--- config.mk ---
export PLATFORM = sky130hd
export DESIGN_NAME = button_gesture_counter_unit
export DESIGN_NICKNAME = d
export VERILOG_FILES = /design/src/hdl/bgc_pkg.sv /design/src/hdl/button_gesture_counter_unit.sv /design/src/hdl/bgc_cfg.sv /design/src/hdl/bgc_engine.sv
export SDC_FILE = /design/constraint.sdc
export NUM_CORES = 1
export LEC_CHECK = 0
export BUFFER_PORTS_ARGS = -buffer_cell sky130_fd_sc_hd__buf_2
export CAP_MARGIN = 20
export CORE_UTILIZATION = 65
export CTS_BUF_LIST = sky130_fd_sc_hd__clkbuf_4
export CTS_CLUSTER_SIZE = 24
export DETAILED_ROUTE_END_ITERATION = 16
export GPL_ROUTABILITY_DRIVEN = 0
export MAX_ROUTING_LAYER = met4
export PLACE_DENSITY = 0.95
export SKIP_CTS_REPAIR_TIMING = 1
export SLEW_MARGIN = 20
export SYNTH_ARGS = -nofsm -noshare
export SYNTH_HDL_FRONTEND = slang
export SYNTH_SLANG_ARGS = --single-unit
--- constraint.sdc ---
create_clock -name clk -period 7.3 [get_ports clk]
set_clock_uncertainty 0.15 [all_clocks]
set_input_delay 0.73 -clock clk [delete_from_list [all_inputs] [get_ports clk]]
set_output_delay 0.73 -clock clk [all_outputs]
set_load 0.01 [all_outputs]
--- src/hdl/bgc_pkg.sv ---
// Shared types and constants for the button gesture counter.
package bgc_pkg;

    // Configuration register reset values
    localparam logic [15:0] DEBOUNCE_RESET = 16'd60;
    localparam logic [7:0]  PRESCALE_RESET = 8'd2;
    localparam logic [7:0]  MODULUS_RESET  = 8'd5;

    // Saturation limit of the stable tick count and the top of the fade ramp
    localparam logic [15:0] STABLE_MAX = 16'hFFFF;
    localparam logic [7:0]  FADE_TOP   = 8'd255;

    // Configuration register indexes
    typedef enum logic [1:0] {
        CFG_DEBOUNCE = 2'd0,
        CFG_PRESCALE = 2'd1,
        CFG_MODULUS  = 2'd2
    } bgc_cfg_idx_t;

    // Release action codes
    typedef enum logic [2:0] {
        ACT_NONE           = 3'd0,
        ACT_SHOW_REMAINING = 3'd1,
        ACT_COUNTED_UP     = 3'd2,
        ACT_LIGHT_ON       = 3'd3,
        ACT_LIGHT_OFF      = 3'd4
    } bgc_action_t;

    // Live configuration
    typedef struct packed {
        logic [15:0] debounce_ticks;
        logic [7:0]  fade_prescale;
        logic [7:0]  count_modulus;
    } bgc_cfg_t;

    // One result word
    typedef struct packed {
        logic [7:0]  duty;
        bgc_action_t action;
        logic [7:0]  remaining;
        logic [7:0]  tally;
        logic        light_on;
    } bgc_result_t;

endpackage

--- src/hdl/button_gesture_counter_unit.sv ---
// Top level of the button gesture counter: input register, step engine, result register.
//
// Button gesture counter. Each input word is one timer tick carrying the raw
// active-low button level; each tick yields exactly one result word with the
// indicator duty, the release action, the remaining count, the counter value
// and the light state. One word is accepted per clock cycle. The input register
// holds the word, then one pass through the debounce/fade/classify logic loads
// the result register when there is room, and stalls on the output side back
// up through the input register. The configuration port is always ready and
// should only be written while no ticks are in flight.
module button_gesture_counter_unit
    import bgc_pkg::*;
(
    input  logic        clk,
    input  logic        rst_n,

    input  logic        cfg_valid,
    output logic        cfg_ready,
    input  logic [1:0]  cfg_index,
    input  logic [15:0] cfg_data,

    input  logic        in_valid,
    output logic        in_ready,
    input  logic        button_level,

    output logic        out_valid,
    input  logic        out_ready,
    output logic [7:0]  duty,
    output logic [2:0]  action,
    output logic [7:0]  remaining,
    output logic [7:0]  tally,
    output logic        light_on
);

    bgc_cfg_t    cfg;
    bgc_result_t step_result;
    bgc_result_t result_reg;
    logic        in_valid_reg;
    logic        level_reg;
    logic        out_valid_reg;
    logic        out_load;

    assign cfg_ready = 1'b1;

    bgc_cfg u_cfg (
        .clk       (clk),
        .rst_n     (rst_n),
        .cfg_valid (cfg_valid),
        .cfg_index (cfg_index),
        .cfg_data  (cfg_data),
        .cfg       (cfg)
    );

    // Move a word from the input register to the result register when there is room
    assign out_load = in_valid_reg && (!out_valid_reg || out_ready);
    assign in_ready = !in_valid_reg || out_load;

    bgc_engine u_engine (
        .clk    (clk),
        .rst_n  (rst_n),
        .cfg    (cfg),
        .step   (out_load),
        .level  (level_reg),
        .result (step_result)
    );

    // Input register control
    always_ff @(posedge clk or negedge rst_n)
    begin
        if (!rst_n)
            in_valid_reg <= 1'b0;
        else if (in_ready)
            in_valid_reg <= in_valid;
    end

    // Input register payload
    always_ff @(posedge clk)
    begin
        if (in_valid && in_ready)
            level_reg <= button_level;
    end

    // Result register control
    always_ff @(posedge clk or negedge rst_n)
    begin
        if (!rst_n)
            out_valid_reg <= 1'b0;
        else if (out_load)
            out_valid_reg <= 1'b1;
        else if (out_ready)
            out_valid_reg <= 1'b0;
    end

    // Result register payload
    always_ff @(posedge clk)
    begin
        if (out_load)
            result_reg <= step_result;
    end

    assign out_valid = out_valid_reg;
    assign duty      = result_reg.duty;
    assign action    = result_reg.action;
    assign remaining = result_reg.remaining;
    assign tally     = result_reg.tally;
    assign light_on  = result_reg.light_on;

`ifndef SYNTHESIS
    // Light-on action leaves the light lit
    a_on_lit: assert property (@(posedge clk) disable iff (!rst_n)
        out_valid && (action == ACT_LIGHT_ON) |-> light_on)
        else $error("light on action with light off");

    // Light-off action leaves the light dark
    a_off_dark: assert property (@(posedge clk) disable iff (!rst_n)
        out_valid && (action == ACT_LIGHT_OFF) |-> !light_on)
        else $error("light off action with light on");

    // Remaining is zero unless it is being shown
    a_remaining_zero: assert property (@(posedge clk) disable iff (!rst_n)
        out_valid && (action != ACT_SHOW_REMAINING) |-> (remaining == 8'd0))
        else $error("remaining set without show action");

    // Input only stalls when both registers are full and the output is blocked
    a_stall_cause: assert property (@(posedge clk) disable iff (!rst_n)
        !in_ready |-> in_valid_reg && out_valid_reg && !out_ready)
        else $error("input stalled without output back-pressure");
`endif

endmodule

--- src/hdl/bgc_cfg.sv ---
// Configuration register file for the button gesture counter.
module bgc_cfg
    import bgc_pkg::*;
(
    input  logic        clk,
    input  logic        rst_n,
    input  logic        cfg_valid,
    input  logic [1:0]  cfg_index,
    input  logic [15:0] cfg_data,
    output bgc_cfg_t    cfg
);

    logic [15:0] debounce_reg;
    logic [7:0]  prescale_reg;
    logic [7:0]  modulus_reg;

    // Write the addressed register; drop writes to unused indexes
    always_ff @(posedge clk or negedge rst_n)
    begin
        if (!rst_n)
        begin
            debounce_reg <= DEBOUNCE_RESET;
            prescale_reg <= PRESCALE_RESET;
            modulus_reg  <= MODULUS_RESET;
        end
        else if (cfg_valid)
        begin
            unique case (bgc_cfg_idx_t'(cfg_index))
                CFG_DEBOUNCE: debounce_reg <= cfg_data;
                CFG_PRESCALE: prescale_reg <= cfg_data[7:0];
                CFG_MODULUS:  modulus_reg  <= cfg_data[7:0];
                default: ;
            endcase
        end
    end

    assign cfg.debounce_ticks = debounce_reg;
    assign cfg.fade_prescale  = prescale_reg;
    assign cfg.count_modulus  = modulus_reg;

endmodule

--- src/hdl/bgc_engine.sv ---
// Debounce, fade and release classification state with its single-pass step logic.
module bgc_engine
    import bgc_pkg::*;
(
    input  logic        clk,
    input  logic        rst_n,
    input  bgc_cfg_t    cfg,
    input  logic        step,
    input  logic        level,
    output bgc_result_t result
);

    logic        stable_level_reg, stable_level_next;
    logic        prev_sample_reg, prev_sample_next;
    logic [15:0] stable_ticks_reg, stable_ticks_next;
    logic        held_reg, held_next;
    logic [7:0]  prescale_ticks_reg, prescale_ticks_next;
    logic [7:0]  fade_step_reg, fade_step_next;
    logic [7:0]  fade_level_reg, fade_level_next;
    logic [7:0]  counter_reg, counter_next;
    logic        lamp_reg, lamp_next;
    logic [7:0]  duty_hold_reg, duty_hold_next;

    logic        sample;
    logic        release_evt;
    logic [7:0]  pt_inc;
    logic [8:0]  modulus_m1;
    logic [8:0]  counter_inc;
    bgc_action_t action_next;
    logic [7:0]  remaining_next;

    // Compute the state after one tick
    always_comb
    begin
        sample              = ~level;
        release_evt         = 1'b0;
        stable_level_next   = stable_level_reg;
        prev_sample_next    = prev_sample_reg;
        stable_ticks_next   = stable_ticks_reg;
        held_next           = held_reg;
        prescale_ticks_next = prescale_ticks_reg;
        fade_step_next      = fade_step_reg;
        fade_level_next     = fade_level_reg;
        counter_next        = counter_reg;
        lamp_next           = lamp_reg;
        duty_hold_next      = duty_hold_reg;
        action_next         = ACT_NONE;
        remaining_next      = 8'd0;
        pt_inc              = prescale_ticks_reg + 8'd1;
        modulus_m1          = {1'b0, cfg.count_modulus} - 9'd1;
        counter_inc         = {1'b0, counter_reg} + 9'd1;

        if (sample != prev_sample_reg)
        begin
            // Restart the stability count on any edge
            stable_ticks_next = 16'd0;
            prev_sample_next  = sample;
        end
        else
        begin
            if (stable_ticks_reg != STABLE_MAX)
                stable_ticks_next = stable_ticks_reg + 16'd1;
            if ((stable_ticks_next > cfg.debounce_ticks) && (sample != stable_level_reg))
            begin
                if (sample)
                    held_next = 1'b1;
                else
                    release_evt = 1'b1;
                stable_level_next = sample;
            end

            // Advance the fade ramp while held
            if (held_next)
            begin
                prescale_ticks_next = pt_inc;
                if (pt_inc == cfg.fade_prescale)
                begin
                    prescale_ticks_next = 8'd0;
                    fade_step_next      = fade_step_reg + 8'd1;
                    if (fade_step_next == FADE_TOP)
                        fade_level_next = fade_level_reg + 8'd1;
                end
                duty_hold_next = FADE_TOP - fade_step_next;
            end
            else
            begin
                prescale_ticks_next = 8'd0;
                fade_step_next      = 8'd0;
                fade_level_next     = 8'd0;
            end
        end

        // Classify the release by lamp state and fade level
        if (release_evt)
        begin
            if (lamp_reg)
            begin
                lamp_next   = 1'b0;
                action_next = ACT_LIGHT_OFF;
            end
            else if (fade_level_next == 8'd0)
            begin
                action_next = ACT_SHOW_REMAINING;
                if ((cfg.count_modulus != 8'd0) && ({1'b0, counter_reg} < modulus_m1))
                    remaining_next = modulus_m1[7:0] - counter_reg;
            end
            else if (fade_level_next == 8'd1)
            begin
                action_next = ACT_COUNTED_UP;
                if (counter_inc >= {1'b0, cfg.count_modulus})
                    counter_next = 8'd0;
                else
                    counter_next = counter_inc[7:0];
            end
            else
            begin
                action_next = ACT_LIGHT_ON;
                lamp_next   = 1'b1;
            end
            held_next           = 1'b0;
            prescale_ticks_next = 8'd0;
            fade_step_next      = 8'd0;
            fade_level_next     = 8'd0;
            duty_hold_next      = 8'd0;
        end
    end

    // Hold state between ticks, advance on each accepted word
    always_ff @(posedge clk or negedge rst_n)
    begin
        if (!rst_n)
        begin
            stable_level_reg   <= 1'b0;
            prev_sample_reg    <= 1'b0;
            stable_ticks_reg   <= 16'd0;
            held_reg           <= 1'b0;
            prescale_ticks_reg <= 8'd0;
            fade_step_reg      <= 8'd0;
            fade_level_reg     <= 8'd0;
            counter_reg        <= 8'd0;
            lamp_reg           <= 1'b0;
            duty_hold_reg      <= 8'd0;
        end
        else if (step)
        begin
            stable_level_reg   <= stable_level_next;
            prev_sample_reg    <= prev_sample_next;
            stable_ticks_reg   <= stable_ticks_next;
            held_reg           <= held_next;
            prescale_ticks_reg <= prescale_ticks_next;
            fade_step_reg      <= fade_step_next;
            fade_level_reg     <= fade_level_next;
            counter_reg        <= counter_next;
            lamp_reg           <= lamp_next;
            duty_hold_reg      <= duty_hold_next;
        end
    end

    assign result.duty      = duty_hold_next;
    assign result.action    = action_next;
    assign result.remaining = remaining_next;
    assign result.tally     = counter_next;
    assign result.light_on  = lamp_next;

`ifndef SYNTHESIS
    // A release always leaves the fade state cleared
    a_release_clears: assert property (@(posedge clk) disable iff (!rst_n)
        step && release_evt |=> !held_reg && (fade_level_reg == 8'd0)
            && (duty_hold_reg == 8'd0))
        else $error("fade state not cleared after release");

    // The lamp only toggles on a release
    a_lamp_on_release: assert property (@(posedge clk) disable iff (!rst_n)
        step && !release_evt |=> $stable(lamp_reg))
        else $error("lamp changed without a release");

    // An edge on the sample never moves the fade ramp
    a_edge_freezes_fade: assert property (@(posedge clk) disable iff (!rst_n)
        step && (~level != prev_sample_reg) |=> $stable(fade_step_reg)
            && (stable_ticks_reg == 16'd0))
        else $error("fade advanced on a sample edge");
`endif

endmodule
## After elaboration in Yosys (flattened, before gate mapping)

Cells that the tools add are included.

| word-level totals | value |
|---|---|
| bits in latches | 0 |
| input bits | 24 |
| memories | 0 |
| logic and storage cells | 112 |
| register bits after elaboration | 123 |
| ROM bits | 0 |
| RAM bits | 0 |

| operators by class | value |
|---|---|
| $lt $le $gt $ge | 3 |
| muxes and demuxes | 43 |
| shift-type cells | 0 |
| equal/unequal tests | 9 |
| bitwise gates (word level) | 5 |
| multipliers | 0 |
| div/mod/pow operators | 0 |
| reductions and logical operators | 21 |
| $add $sub $neg | 8 |

Operators with widths:

| operator | count |
|---|---|
| $mux W8 | 23 |
| $mux W16 | 3 |
| $add A8 B1 Y8 const B | 3 |
| $add A16 B1 Y16 const B | 1 |
| $gt A16 B16 Y1 | 1 |
| $ne A16 B16 Y1 const B | 1 |
| $mux W1 | 15 |
| $reduce_and A2 Y1 | 5 |
| $add A8 B1 Y9 const B | 1 |
| $ge A9 B8 Y1 | 1 |
| $lt A8 B9 Y1 | 1 |
| $sub A8 B1 Y9 const B | 1 |
| $eq A8 B1 Y1 const B | 1 |
| $eq A8 B8 Y1 | 1 |
| $eq A8 B8 Y1 const B | 1 |
| $logic_not A8 Y1 | 1 |
| $reduce_bool A8 Y1 | 1 |
| $sub A8 B8 Y8 | 1 |
| $sub A8 B8 Y8 const A | 1 |
| $mux W3 | 2 |
| $not A1 Y1 | 5 |
| $logic_and A1 B1 Y1 | 4 |
| $reduce_or A4 Y1 | 1 |
| $reduce_and A3 Y1 | 1 |
| other kinds (10) | 13 |

## Depth between registers and ports, before layout

| logic depth | value |
|---|---|
| depth in word-level cells | 14 |
| mapped depth | 21 |
| mapped depth without buffers | 19 |

## Modules after synthesis

From an unflattened synthesis, not the netlist that was laid out.

| second synthesis, totals | value |
|---|---|
| cells, all modules | 751 |
| area total of the unflattened synthesis | 7529.7 µm² |

By module, submodules not included:

| module | cells each | times used | area an instance (µm²) | sequential area each (µm²) |
|---|---|---|---|---|
| bgc_engine | 644 | 1 | 5328.9 | 1501.4 |
| bgc_cfg | 68 | 1 | 1214.9 | 809.5 |
| button_gesture_counter_unit | 39 | 1 | 985.9 | 920.9 |

## Least setup slack after synthesis

OpenSTA, ideal clock, no wires.

| path | value |
|---|---|
| path type | register to register |
| start | register u_engine.stable_ticks_reg[0] |
| end | register result_reg (netlist bit tally[3]), data pin |
| required time | 6.891 ns |
| path buffers | 1 |
| cell stages (with the launch flop) | 21 |
| library setup time | 0.259 ns |
| slack | 2.474 ns |
| data arrival time | 4.417 ns |
| path through | dfrtp_1 ha_1 and3_1 nand3_1 nor2_1 and3_1 nor2_1 and3_1 xor2_1 ha_1 nand4_1 nor2_1 a2111oi_2 a31oi_1 and2_1 and3_1 a221o_1 nor4_2 buf_2 a21oi_1 o21bai_1 |

RTL lines:

| element | RTL line | RTL |
|---|---|---|
| start, declared | bgc_engine.sv:15 | `logic [15:0] stable_ticks_reg, stable_ticks_next;` |
| start signal, assigned | bgc_engine.sv:148 | `stable_ticks_reg <= stable_ticks_next;` |
| end signal, assigned | button_gesture_counter_unit.sv:98 | `result_reg <= step_result;` |
| end, declared | button_gesture_counter_unit.sv:37 | `bgc_result_t result_reg;` |

==> impl_metrics.toml <==
[drt]
drc = 0
route.final.wire_length_um = 17100
count_of_routing_violations_after_the_opening_detailed_route_iteration = 482
num_vias = 6203
via_density = 6.33
drt.antenna.violating_nets = 0
detailedRoute.firstPassIterationCount = 7
routedWlPerCell_um = 17.4

[floorplan]
die_area_um2 = 11700
floorplan.rows = 38
floorplan.die.width_um = 108
die_h_um = 108
io_pins = 55
placeableCoreArea_um2 = 10900
initial_core_util_pct = 67.3

[clock_tree]
h-tree-depth = 4
max-clock-path-buffers = 2
cts_root_buffer = "sky130_fd_sc_hd__clkbuf_4"
numCtsBuffers = 17
clock_tree_from_tritoncts = "done"
clk-insertion-delay-late_ns = 0.57
cts.sink_count = 123
clk_transition_reported_paths_ns = 0.12

[synthesis]
ys_warn_count = 0
ys.flop_type = "sky130_fd_sc_hd__dfrtp_1"
syn-instance-count = 773
synthArstFlopShare_pct = 76.4
ys_top_cells_by_area = "sky130_fd_sc_hd__dfrtp_1, sky130_fd_sc_hd__edfxtp_1, sky130_fd_sc_hd__ha_1"
ys_seq_elements = 123
synthesis.nets = 844
post-synth-top-area-cell = "sky130_fd_sc_hd__dfrtp_1"
yosysTopAreaCellShare_pct = 29.7
synth_sequential_area_ratio_pct = 44.1
synth-edff-count = 29
synthDistinctLibCells = 62
post_synth.cell_area_avg_um2 = 9.48
synth_area_um2 = 7320

[global_route]
grt_most_used_layer = "met2"
gr_layer_usage_met3_pct = 7.96
number_of_global_route_vias_before_repair = 5991
grt.overflow.total = 0
met1_usage_pct = 39.4
grt_util_all_layers_pct = 33.1
grt_max_degree = 58
grt_first_pass_wirelength_um = 28300
grt_antenna_before_repair = 1
grt.met2_usage_pct = 52.4

[critical_path]
critical_path.top_delay_family = "simple AND/OR/NAND/NOR gates"
critPathMaxStageDelay_ns = 0.85
criticalPathCategory = "register to register"
critical_path.endpoint_type = "register"
timing.critical_path.buf_inv = 0
worst_path_max_delay_cell = "sky130_fd_sc_hd__nor4_2"
path_cells = "and3_1 > and3_1 > nand2_1 > nor2_1 > and3_1 > nor2_1 > and3_1 > xor2_1 > ha_1 > nand4_1 > nor2_1 > a2111oi_2 > a31oi_1 > and2_1 > and3_1 > a221o_1 > nor4_2 > mux2_2"
path_common_cell = "sky130_fd_sc_hd__and3_1"
critical_path_required_ns = 7.46
critPathMaxFanout = 11
crit_start_category = "register"
arrival_ns = 6.26

[min_path]
path_type_of_the_worst_min_delay_path = "input pin to register"

[sta]
grt_setup_unrepaired = "false"
setup_violations = 0
final.period_utilization_pct = 83.6
hold_viol = 0
finalHoldWorstSlack_ns = 0.210
achievable-frequency_mhz = 164
worstMarginPinSlew_ns = 0.925
final-max-slew-violation-count = 0
worst_slew_margin_rel_pct = 37.8
finalCriticalPeriod_ns = 6.10
setup_tns_ns = 0

[power]
clock_power_share_pct = 27.0
share_comb_of_total_power_pct = 24.3
vdd_drop_max_uv = 129
power_uw = 1740
p_int_uw = 1190
power_switching_share_pct = 31.8
share_seq_of_total_power_pct = 48.7
powerDensity_nw_per_um2 = 218
p_leak_uw = 0.00357
switchingPower_uw = 554

[place]
place_hpwl_um = 12000
port_buffers = 53
place.detailed.instances = 946

[cells_and_area]
post_layout_nonfiller_instances = 980
sequential_cell_area_um2 = 3230
layout-drive-gt1-share_pct = 15.1
num-fill-cells = 753
multi_input_comb_area_um2 = 3820
post_layout_net_count = 897
syn2layout_area_growth_pct = 8.99

[run]
timing.max_cap.violations = 0

[outcome]
outcome = "completed"
## Yosys cell counts, drive strengths merged (3+ instances only)
cell	n
a21o	15
a21oi	37
a22o	13
a31oi	7
and2	8
and3	21
buf	5
clkbuf	20
dfrtp	87
dfstp	7
edfxtp	29
ha	46
inv	45
mux2	20
mux2i	3
nand2	112
nand2b	10
nand3	19
nand3b	5
nand4	16
nor2	34
nor2b	7
nor3	14
nor4	5
o211ai	4
o21ai	78
o21bai	3
o31ai	16
o41ai	5
or2	4
or3	3
xnor2	29
xor2	20
## cells in the final DEF, fill, tap and decap left out, types with 6 or more instances in the layout
cell type                  count
sky130_fd_sc_hd__a21oi_1      37
sky130_fd_sc_hd__nor2_1       33
sky130_fd_sc_hd__nand2b_1     10
sky130_fd_sc_hd__and2_1        8
sky130_fd_sc_hd__nand3_1      18
sky130_fd_sc_hd__and3_1       21
sky130_fd_sc_hd__clkbuf_4     22
sky130_fd_sc_hd__xnor2_1      29
sky130_fd_sc_hd__nor3_1       14
sky130_fd_sc_hd__o21ai_0      71
sky130_fd_sc_hd__xor2_1       20
sky130_fd_sc_hd__buf_4         6
sky130_fd_sc_hd__edfxtp_1     29
sky130_fd_sc_hd__a31oi_1       7
sky130_fd_sc_hd__nand4_1      16
sky130_fd_sc_hd__nand2_1     111
sky130_fd_sc_hd__a21o_1       15
sky130_fd_sc_hd__a22o_1       13
sky130_fd_sc_hd__o31ai_1      15
sky130_fd_sc_hd__ha_1         46
sky130_fd_sc_hd__nor2b_1       7
sky130_fd_sc_hd__dfrtp_1      87
sky130_fd_sc_hd__buf_2        52
sky130_fd_sc_hd__inv_1        45
sky130_fd_sc_hd__dfstp_2       7
sky130_fd_sc_hd__mux2_2       19
sky130_fd_sc_hd__o21ai_1       7
## power groups by stage
stage	Clock (uW)	Sequential, uW	Combinational, uW
finish	470	848	424
global route	502	858	477
floorplan	0	858	288
detailed placement	0	860	415
CTS	474	848	420
global placement	0	857	391
## per-stage QoR
stage	instance area, um^2	worst slack (ns)	util, %
after floorplan	7320	2.47	-
after global placement	7700	1.67	70.7
after detailed placement	7700	1.35	70.7
after CTS	7970	1.25	73.2
after global routing	7980	0.698	73.3
final	7980	1.20	73.3
## path summary, 6_finish.rpt
kind	start	end	slack (ns)	cells after the start
max reg2reg	u_engine.stable_ticks_reg[6]	tally[7]	1.20	18
max	u_engine.stable_ticks_reg[6]	tally[7]	1.20	18
max in group asynchronous	rst_n	u_cfg.debounce_reg[0]	5.37	3
min reg2reg	in_valid_reg	out_valid	0.33	1
min in group asynchronous	rst_n	u_engine.stable_ticks_reg[8]	0.53	2
min	button_level	level_reg	0.21	1
## cell families after synthesis
| group | synth area share [%] |
|---|---|
| flip-flops | 44.1 |
| AO/OA/AOI/OAI | 16.9 |
| multiplexers | 3.54 |
| other | 0.0512 |
| AND/OR/NAND/NOR | 17.6 |
| adder cells (fa/ha/maj) | 8.13 |
| XOR/XNOR | 5.86 |
| buffers and inverters | 3.78 |
## per-layer routing
layer  routed length [um]  vias up
met4                  641        0
met2                 8260      301
met5                    0        -
met3                 1260       64
li1                     -     2878
met1                 6910     2960
## final cells by class
class / count / share of cell area [%]
Sequential cell: 123 / 40.5
Antenna cell: 1 / 0.0313
Multi-Input combinational cell: 580 / 47.9
Clock inverter: 10 / 1.25
Tap cell: 140 / 2.19
Clock buffer: 22 / 2.07
Inverter: 45 / 2.12
Timing Repair Buffer: 59 / 3.95
No activity file was read; power rests on OpenSTA's default activity.
